**config.mk**
```make
export PLATFORM = sky130hd
export DESIGN_NAME = pattern_find_replace
export DESIGN_NICKNAME = d
export VERILOG_FILES = /design/src/pfr_pkg.sv /design/src/pfr_cfg.sv /design/src/pfr_front.sv /design/src/pfr_queue.sv /design/src/pfr_back.sv /design/src/pattern_find_replace.sv
export VERILOG_INCLUDE_DIRS = /design/src /design/src/src
export SDC_FILE = /design/constraint.sdc
export NUM_CORES = 1
export LEC_CHECK = 0
export ABC_AREA = 1
export BUFFER_PORTS_ARGS = -buffer_cell sky130_fd_sc_hd__buf_4
export CELL_PAD_IN_SITES_DETAIL_PLACEMENT = 1
export CELL_PAD_IN_SITES_GLOBAL_PLACEMENT = 1
export CORE_ASPECT_RATIO = 1.1
export CORE_UTILIZATION = 40
export CTS_BUF_LIST = sky130_fd_sc_hd__clkbuf_2 sky130_fd_sc_hd__clkbuf_4 sky130_fd_sc_hd__clkbuf_8
export CTS_CLUSTER_SIZE = 24
export DETAILED_ROUTE_END_ITERATION = 16
export GPL_TIMING_DRIVEN = 0
export PLACE_DENSITY = 0.76
export SLEW_MARGIN = 20
export SYNTH_ARGS = -nofsm -noshare
export SYNTH_HDL_FRONTEND = slang
export SYNTH_SLANG_ARGS = --single-unit
```
**constraint.sdc**
```tcl
create_clock -name clk -period 11.65 [get_ports clk]
set_clock_uncertainty 0.2 [all_clocks]
set_input_delay 0.5825 -clock clk [delete_from_list [all_inputs] [get_ports clk]]
set_output_delay 0.5825 -clock clk [all_outputs]
set_load 0.005 [all_outputs]
```
**src/pattern_find_replace_defines.svh**
```systemverilog
// assertion macros shared by the find-and-replace modules
`ifndef PATTERN_FIND_REPLACE_DEFINES_SVH
`define PATTERN_FIND_REPLACE_DEFINES_SVH

// invariant checked at every clock edge out of reset
`define PFR_ASSERT(lbl, prop, msg) \
  lbl: assert property (@(posedge clk) disable iff (!rst_n) (prop)) else $error(msg);

// same-cycle implication checked out of reset
`define PFR_ASSERT_IMP(lbl, ante, cons, msg) \
  lbl: assert property (@(posedge clk) disable iff (!rst_n) (ante) |-> (cons)) else $error(msg);

`endif

```
**src/pfr_pkg.sv**
```systemverilog
// types and constants shared by the find-and-replace modules
`default_nettype none

package pfr_pkg;

  localparam int MAX_PATTERN = 8;
  localparam int MAX_REPLACE = 8;
  localparam int BYTE_W      = 8;
  localparam int WIN_DEPTH   = 8;
  localparam int WORD_W      = BYTE_W * WIN_DEPTH;
  localparam int CNT_W       = 4;
  localparam int IDX_W       = 3;
  localparam int QDEPTH      = 4;
  localparam int QPTR_W      = 2;
  localparam int QCNT_W      = 3;
  localparam int CFG_AW      = 5;
  localparam int CFG_DW      = 64;

  // one input request
  typedef struct packed {
    logic [BYTE_W-1:0] in_byte;
    logic              in_last;
  } in_item_t;

  // one result request
  typedef struct packed {
    logic [BYTE_W-1:0] out_byte;
    logic              has_byte;
    logic              out_last;
  } out_item_t;

  // effective configuration seen by the datapath
  typedef struct packed {
    logic [WORD_W-1:0] pat;
    logic [CNT_W-1:0]  plen;
    logic [WORD_W-1:0] rep;
    logic [CNT_W-1:0]  rlen;
    logic              win_clr;
  } cfg_t;

  // one job from the front: up to eight result bytes plus end mark
  typedef struct packed {
    logic [WORD_W-1:0] bytes;
    logic [CNT_W-1:0]  cnt;
    logic              last;
  } job_t;

  typedef enum logic [1:0] {
    REG_PATTERN_BYTES = 2'd0,
    REG_PATTERN_LEN   = 2'd1,
    REG_REPLACE_BYTES = 2'd2,
    REG_REPLACE_LEN   = 2'd3
  } reg_idx_t;

endpackage

`default_nettype wire

```
**src/pfr_cfg.sv**
```systemverilog
// configuration register file with apb-style access
`default_nettype none

module pfr_cfg import pfr_pkg::*; (
  input  wire logic              clk,
  input  wire logic              rst_n,
  input  wire logic              psel,
  input  wire logic              penable,
  input  wire logic              pwrite,
  input  wire logic [CFG_AW-1:0] paddr,
  input  wire logic [CFG_DW-1:0] pwdata,
  output logic      [CFG_DW-1:0] prdata,
  output logic                   pready,
  output cfg_t                   cfg
);

  logic [WORD_W-1:0] pat_r;
  logic [CNT_W-1:0]  plen_r;
  logic [WORD_W-1:0] rep_r;
  logic [CNT_W-1:0]  rlen_r;
  logic              wr_en;
  reg_idx_t          idx;

  assign pready = 1'b1;
  assign wr_en  = psel && penable && pwrite;
  assign idx    = reg_idx_t'(paddr[CFG_AW-1:3]);

  // register writes
  always_ff @(posedge clk) begin
    if (!rst_n) begin
      pat_r  <= '0;
      plen_r <= CNT_W'(1);
      rep_r  <= '0;
      rlen_r <= '0;
    end else if (wr_en) begin
      unique case (idx)
        REG_PATTERN_BYTES: pat_r  <= pwdata[WORD_W-1:0];
        REG_PATTERN_LEN:   plen_r <= pwdata[CNT_W-1:0];
        REG_REPLACE_BYTES: rep_r  <= pwdata[WORD_W-1:0];
        REG_REPLACE_LEN:   rlen_r <= pwdata[CNT_W-1:0];
      endcase
    end
  end

  // read mux
  always_comb begin
    unique case (idx)
      REG_PATTERN_BYTES: prdata = CFG_DW'(pat_r);
      REG_PATTERN_LEN:   prdata = CFG_DW'(plen_r);
      REG_REPLACE_BYTES: prdata = CFG_DW'(rep_r);
      REG_REPLACE_LEN:   prdata = CFG_DW'(rlen_r);
    endcase
  end

  // effective lengths, saturated into their legal ranges
  always_comb begin
    cfg.pat = pat_r;
    cfg.rep = rep_r;
    if (plen_r == '0) begin
      cfg.plen = CNT_W'(1);
    end else if (plen_r > CNT_W'(MAX_PATTERN)) begin
      cfg.plen = CNT_W'(MAX_PATTERN);
    end else begin
      cfg.plen = plen_r;
    end
    if (rlen_r > CNT_W'(MAX_REPLACE)) begin
      cfg.rlen = CNT_W'(MAX_REPLACE);
    end else begin
      cfg.rlen = rlen_r;
    end
    // new pattern length drops the window
    cfg.win_clr = wr_en && (idx == REG_PATTERN_LEN);
  end

endmodule

`default_nettype wire

```
**src/pfr_front.sv**
```systemverilog
// front end: window of unconfirmed bytes, parallel compare, job build
`default_nettype none

`include "pattern_find_replace_defines.svh"

module pfr_front import pfr_pkg::*; (
  input  wire logic     clk,
  input  wire logic     rst_n,
  input  cfg_t          cfg,
  input  wire logic     push,
  input  in_item_t      in_data,
  output logic          full,
  input  wire logic     q_full,
  output logic          job_push,
  output job_t          job
);

  logic [WORD_W-1:0]  win_r;
  logic [WORD_W-1:0]  win_nxt;
  logic [CNT_W-1:0]   win_cnt_r;
  logic [CNT_W-1:0]   win_cnt_nxt;
  logic [WORD_W-1:0]  wn;
  logic [CNT_W-1:0]   cn;
  logic [WIN_DEPTH:0] ok;
  logic               fullm;
  logic [CNT_W-1:0]   kpick;
  logic               accept;

  assign full   = q_full;
  assign accept = push && !q_full;

  // append, compare every suffix against the pattern, pick the result
  always_comb begin
    logic [CNT_W-1:0] len_v;
    wn = win_r;
    wn[{win_cnt_r[IDX_W-1:0], 3'b000} +: BYTE_W] = in_data.in_byte;
    cn = win_cnt_r + CNT_W'(1);

    // suffix starting at k still a proper prefix of the pattern
    for (int k = 0; k <= WIN_DEPTH; k++) begin
      len_v = cn - CNT_W'(k);
      ok[k] = (CNT_W'(k) <= cn) && (len_v < cfg.plen);
      for (int j = 0; j < WIN_DEPTH; j++) begin
        if (k + j < WIN_DEPTH) begin
          if ((CNT_W'(j) < len_v) &&
              (wn[BYTE_W*(k+j) +: BYTE_W] != cfg.pat[BYTE_W*j +: BYTE_W])) begin
            ok[k] = 1'b0;
          end
        end
      end
    end

    // whole window equals the whole pattern
    fullm = (cn == cfg.plen);
    for (int j = 0; j < WIN_DEPTH; j++) begin
      if ((CNT_W'(j) < cfg.plen) &&
          (wn[BYTE_W*j +: BYTE_W] != cfg.pat[BYTE_W*j +: BYTE_W])) begin
        fullm = 1'b0;
      end
    end

    // oldest surviving start position
    kpick = CNT_W'(WIN_DEPTH);
    for (int k = WIN_DEPTH; k >= 0; k--) begin
      if (ok[k]) begin
        kpick = CNT_W'(k);
      end
    end

    job.last = in_data.in_last;
    priority if (fullm) begin
      job.bytes   = cfg.rep;
      job.cnt     = cfg.rlen;
      win_nxt     = wn;
      win_cnt_nxt = '0;
    end else if (in_data.in_last) begin
      job.bytes   = wn;
      job.cnt     = cn;
      win_nxt     = wn;
      win_cnt_nxt = '0;
    end else begin
      job.bytes   = wn;
      job.cnt     = kpick;
      win_nxt     = wn >> {kpick, 3'b000};
      win_cnt_nxt = cn - kpick;
    end

    job_push = accept && ((job.cnt != '0) || in_data.in_last);
  end

  // window bytes
  always_ff @(posedge clk) begin
    if (accept) begin
      win_r <= win_nxt;
    end
  end

  // window fill
  always_ff @(posedge clk) begin
    if (!rst_n) begin
      win_cnt_r <= '0;
    end else if (cfg.win_clr) begin
      win_cnt_r <= '0;
    end else if (accept) begin
      win_cnt_r <= win_cnt_nxt;
    end
  end

  `PFR_ASSERT(a_win_proper_prefix, win_cnt_r < cfg.plen, "window holds a full pattern length")
  `PFR_ASSERT_IMP(a_job_bounded, job_push, job.cnt <= CNT_W'(WIN_DEPTH), "job longer than eight")

endmodule

`default_nettype wire

```
**src/pfr_queue.sv**
```systemverilog
// short job queue between front and back
`default_nettype none

`include "pattern_find_replace_defines.svh"

module pfr_queue import pfr_pkg::*; (
  input  wire logic clk,
  input  wire logic rst_n,
  input  wire logic push,
  input  job_t      job_in,
  output logic      full,
  input  wire logic pop,
  output job_t      job_out,
  output logic      empty
);

  job_t              mem_r [QDEPTH];
  logic [QPTR_W-1:0] wr_ptr_r;
  logic [QPTR_W-1:0] rd_ptr_r;
  logic [QCNT_W-1:0] cnt_r;
  logic              do_push;
  logic              do_pop;

  assign full    = (cnt_r == QCNT_W'(QDEPTH));
  assign empty   = (cnt_r == '0);
  assign do_push = push && !full;
  assign do_pop  = pop && !empty;
  assign job_out = mem_r[rd_ptr_r];

  // storage
  always_ff @(posedge clk) begin
    if (do_push) begin
      mem_r[wr_ptr_r] <= job_in;
    end
  end

  // pointers and fill
  always_ff @(posedge clk) begin
    if (!rst_n) begin
      wr_ptr_r <= '0;
      rd_ptr_r <= '0;
      cnt_r    <= '0;
    end else begin
      if (do_push) begin
        wr_ptr_r <= wr_ptr_r + QPTR_W'(1);
      end
      if (do_pop) begin
        rd_ptr_r <= rd_ptr_r + QPTR_W'(1);
      end
      unique case ({do_push, do_pop})
        2'b10:   cnt_r <= cnt_r + QCNT_W'(1);
        2'b01:   cnt_r <= cnt_r - QCNT_W'(1);
        default: cnt_r <= cnt_r;
      endcase
    end
  end

  `PFR_ASSERT(a_cnt_range, cnt_r <= QCNT_W'(QDEPTH), "job queue fill out of range")
  `PFR_ASSERT_IMP(a_no_push_full, push, !full, "job pushed into a full queue")

endmodule

`default_nettype wire

```
**src/pfr_back.sv**
```systemverilog
// back end: walks each job one byte a cycle into the output register while it is free or popped
`default_nettype none

`include "pattern_find_replace_defines.svh"

module pfr_back import pfr_pkg::*; (
  input  wire logic clk,
  input  wire logic rst_n,
  input  job_t      job,
  input  wire logic q_empty,
  output logic      q_pop,
  output logic      empty,
  input  wire logic pop,
  output out_item_t out_data
);

  logic [IDX_W-1:0] idx_r;
  logic             out_vld_r;
  out_item_t        out_r;
  out_item_t        out_nxt;
  logic             fin;
  logic             load;

  assign empty    = !out_vld_r;
  assign out_data = out_r;

  // next result from the head job
  always_comb begin
    fin   = (job.cnt == '0) || (CNT_W'(idx_r) == job.cnt - CNT_W'(1));
    load  = !q_empty && (!out_vld_r || pop);
    q_pop = load && fin;
    out_nxt.has_byte = (job.cnt != '0);
    out_nxt.out_byte = (job.cnt == '0) ? '0 : job.bytes[{idx_r, 3'b000} +: BYTE_W];
    out_nxt.out_last = job.last && fin;
  end

  // output register payload
  always_ff @(posedge clk) begin
    if (load) begin
      out_r <= out_nxt;
    end
  end

  // output valid and byte index within the job
  always_ff @(posedge clk) begin
    if (!rst_n) begin
      out_vld_r <= 1'b0;
      idx_r     <= '0;
    end else begin
      if (load) begin
        out_vld_r <= 1'b1;
      end else if (pop) begin
        out_vld_r <= 1'b0;
      end
      if (load) begin
        idx_r <= fin ? '0 : idx_r + IDX_W'(1);
      end
    end
  end

  `PFR_ASSERT_IMP(a_empty_job_ends, !q_empty && (job.cnt == '0), job.last, "empty job without end mark")
  `PFR_ASSERT_IMP(a_idx_in_job, !q_empty && (job.cnt != '0), CNT_W'(idx_r) < job.cnt, "byte index past job")

endmodule

`default_nettype wire

```
**src/pattern_find_replace.sv**
```systemverilog
// An accepted item's job is queued, then its first result is loaded into the output register.
// Throughput: one item a cycle while the four-entry job queue has room; results
// leave one a cycle while popped; the back end holds each job until its last result.
// Matching is one parallel compare of every window suffix in the front stage.
// Reset (rst_n low, synchronous): window empty, queue and output empty,
// pattern_len 1 and every other register zero.
`default_nettype none

module pattern_find_replace import pfr_pkg::*; (
  input  wire logic              clk,
  input  wire logic              rst_n,
  input  wire logic              push,
  output logic                   full,
  input  in_item_t               in_data,
  output logic                   empty,
  input  wire logic              pop,
  output out_item_t              out_data,
  input  wire logic              psel,
  input  wire logic              penable,
  input  wire logic              pwrite,
  input  wire logic [CFG_AW-1:0] paddr,
  input  wire logic [CFG_DW-1:0] pwdata,
  output logic      [CFG_DW-1:0] prdata,
  output logic                   pready
);

  cfg_t cfg;
  job_t job_in;
  job_t job_head;
  logic job_push;
  logic q_full;
  logic q_empty;
  logic q_pop;

  // registers
  pfr_cfg u_cfg (
    .clk     (clk),
    .rst_n   (rst_n),
    .psel    (psel),
    .penable (penable),
    .pwrite  (pwrite),
    .paddr   (paddr),
    .pwdata  (pwdata),
    .prdata  (prdata),
    .pready  (pready),
    .cfg     (cfg)
  );

  // match and classify
  pfr_front u_front (
    .clk      (clk),
    .rst_n    (rst_n),
    .cfg      (cfg),
    .push     (push),
    .in_data  (in_data),
    .full     (full),
    .q_full   (q_full),
    .job_push (job_push),
    .job      (job_in)
  );

  // decoupling queue
  pfr_queue u_queue (
    .clk     (clk),
    .rst_n   (rst_n),
    .push    (job_push),
    .job_in  (job_in),
    .full    (q_full),
    .pop     (q_pop),
    .job_out (job_head),
    .empty   (q_empty)
  );

  // result serializer
  pfr_back u_back (
    .clk      (clk),
    .rst_n    (rst_n),
    .job      (job_head),
    .q_empty  (q_empty),
    .q_pop    (q_pop),
    .empty    (empty),
    .pop      (pop),
    .out_data (out_data)
  );

endmodule

`default_nettype wire

```
==> results.json <==
{
  "cts_made_buffers": 85,
  "die_h_microns": 289,
  "synthesis.area_sq_mm": 0.0300,
  "finalNonFillerCells": 5408,
  "grt_first_pass_wirelength_mm": 231,
  "grt_pass1_vias": 32100,
  "cpMaxStageDelayCell": "buf_1",
  "clock_sinks": 503,
  "place_inst": 5196,
  "core_area_sq_mm": 0.0745,
  "rsz0062_at_grt": "false",
  "rows": 105,
  "critPathMostFrequentCell": "nand2_1",
  "hold_viol_final": 0,
  "slew_violations": 0,
  "firstDrtPassIters": 8,
  "critPathLaunchType": "flip-flop",
  "cts_setup_buffers": 0,
  "vias_per_cell": 6.16,
  "cp_max_fo": 21,
  "ys_seq_area_share_pct": 45.2,
  "synth_common_cells": "nand2_1 (1,397), o21ai_0 (427), edfxtp_1 (350)",
  "drive_above_1_share_pct": 9.66,
  "start_util_pct": 40.3,
  "wirelength_mm": 166,
  "dpl.hpwl_mm": 123,
  "worstHoldPathType": "input port to flip-flop",
  "p_leak_nw": 14.7,
  "synth_edf_count": 350,
  "tightest_slew_ps": 1330,
  "reg2reg_slack_ps": 2560,
  "worstPathArrival_ps": 9300,
  "async_flop_share_pct": 0,
  "clock_latency_ps": 760,
  "num_vias": 33300,
  "nNetsFinal": 4507,
  "max_freq_ghz": 0.110,
  "yosysTopAreaCell": "edfxtp_1",
  "io_pins": 162,
  "outcome": "finished clean",
  "ir_drop_mv": 0.101,
  "syn_area_per_cell_sq_um": 7.38,
  "syn_inst": 4070,
  "die_w_microns": 263,
  "globalRoute.totalOverflow": 0,
  "cts_hold_buf": 51,
  "finalPower_mw": 5.98,
  "cts_buffer_depth": 3,
  "ctsResizeCount": 0,
  "fin_crit_sh_pct": 78.1,
  "drt_iter0_drc": 4216,
  "die_area_sq_mm": 0.0762,
  "p_per_area_mw_per_mm2": 171,
  "fin_crit_ps": 9090,
  "ys_top_cells_by_area": "edfxtp_1 (35%), nand2_1 (17%), dfxtp_1 (10%)",
  "antenna_found_initial": 4,
  "synth.distinct_cells": 54,
  "synth_warnings": 0,
  "clockRootBuffer": "clkbuf_8",
  "cp_data_required_time_ps": 11850,
  "drv_cap": 0,
  "synth_top_area_share_pct": 35.0,
  "place_congestion": 1.06,
  "cts_tree": "yes",
  "path_class": "flip-flop to flip-flop",
  "timing.slew.headroom_pct": 11.6,
  "h-tree-depth": 3,
  "yosysMostFrequentCell": "nand2_1",
  "route.detailed.drc": 0,
  "end_kind": "flip-flop",
  "grt_max_degree": 67,
  "regArea_sq_mm": 0.0136,
  "syn2layout_area_growth_pct": 16.8,
  "synthFlopType": "edfxtp_1",
  "routedWlPerCell_microns": 30.7,
  "ys_ff_latch": 503,
  "track_usage_pct": 42.5,
  "syn-num-nets": 4206,
  "finalSetupViolCount": 0,
  "fill_cells": 9346,
  "io_buffers": 149,
  "clk_pin_slew_ps": 70,
  "ant_nets": 0,
  "multiInputGateArea_sq_mm": 0.0144,
  "cpPeakStageDelay_ps": 840
}
cells by family (layout without fill, tap and decap cells):
group | after synthesis | in the layout | share of synthesized area (%)
simple gates | 2103 | 2103 | 28.7
buf+inv | 527 | 900 | 7.02
mux | 1 | 1 | 0.0375
fa+ha+maj | 51 | 51 | 2.18
other cells | 1 | 3 | 0.0125
flops | 503 | 503 | 45.2
compound gates | 854 | 854 | 15.9
xor+xnor | 30 | 30 | 0.938
worst max-delay path, delay by kind of cell (launching register included):
kind	cells	cell delay, ps
AND/OR/NAND/NOR	12	3190
AO/OA/AOI/OAI	4	1190
buffers and inverters	9	2780
flip-flops	1	740
adder cells (fa/ha/maj)	1	550
routing by layer:
layer | global-route usage (%) | wire length, microns | vias up
met5 | 0 | 15 | -
met4 | 34.9 | 15100 | 4
met3 | 7.76 | 15700 | 630
met2 | 66.4 | 72700 | 2106
met1 | 51.6 | 62400 | 16200
li1 | - | - | 14400
metrics by stage:
step	TNS (ps)	worst slack (ps)	instance area, sq um	hold slack (ps)	utilization (%)
CTS	0	3020	35000	2.68	47.0
finish	0	2560	35100	18.9	47.1
floorplan	0	4210	30000	236	-
global route	0	2370	35000	27.7	47.1
detailed placement	0	3110	32700	268	43.9
global placement	-233530	-932	32300	251	43.4
where the power goes:
group | internal, mW | switching, mW
logic | 0.513 | 1.48
registers | 2.14 | 0.0586
clock network | 0.966 | 0.820
layout by cell type, fill, tap and decap left out, types with 4 or more instances in the layout:
| cell | count |
|---|---|
| clkbuf_8 | 93 |
| a21oi_1 | 174 |
| dlygate4sd3_1 | 51 |
| o21ai_1 | 21 |
| clkinv_2 | 8 |
| clkbuf_4 | 27 |
| dfxtp_1 | 153 |
| o22ai_1 | 107 |
| o21ai_0 | 427 |
| nand3_1 | 312 |
| nor3_1 | 8 |
| nand3_2 | 8 |
| nand2_1 | 1397 |
| nand2_4 | 5 |
| clkinv_1 | 36 |
| bufinv_16 | 6 |
| edfxtp_1 | 350 |
| buf_1 | 5 |
| nor2_4 | 8 |
| a221oi_1 | 5 |
| nand2_2 | 10 |
| nand4_1 | 43 |
| xnor2_1 | 4 |
| o211ai_1 | 53 |
| nor2_1 | 301 |
| a31oi_1 | 8 |
| buf_16 | 4 |
| inv_1 | 271 |
| inv_2 | 14 |
| xor2_1 | 25 |
| buf_2 | 42 |
| o21bai_1 | 6 |
| o221ai_1 | 39 |
| o21ai_2 | 4 |
| buf_12 | 8 |
| buf_4 | 164 |
| clkbuf_1 | 157 |
| ha_1 | 49 |
flip-flops by register name, summed over array words and instances (netlist names), named ones only:
signal             cells
u_queue.mem_r        276
u_cfg.pat_r           64
u_cfg.rep_r           64
u_front.win_r         64
u_back.out_data       10
u_cfg.plen_r           4
u_cfg.rlen_r           4
u_front.win_cnt_r      4
u_back.idx_r           3
u_queue.cnt_r          3
u_queue.rd_ptr_r       2
u_queue.wr_ptr_r       2
u_back.out_vld_r       1
final cells by class:
class	count	share of cell area, %
Multi-Input combinational cell	3040	41.0
Sequential cell	503	38.7
Timing Repair Buffer	214	5.49
Clock buffer	120	4.23
Tap cell	963	3.44
Inverter	304	3.28
Buffer	223	2.75
Clock inverter	39	1.05
Antenna cell	2	0.0143
final timing paths:
kind | endpoint | start | depth (start not counted)
worst min-delay path | u_cfg.rep_r[21] | pwdata[21] | 3
worst max register to register | u_queue.mem_r[0][58] | u_front.win_cnt_r[0] | 26
worst min register to register | u_cfg.rep_r[27] | u_cfg.rep_r[27] | 2
worst max-delay path | u_queue.mem_r[0][58] | u_front.win_cnt_r[0] | 26
Note: power is estimated with default switching activity, not from simulation.
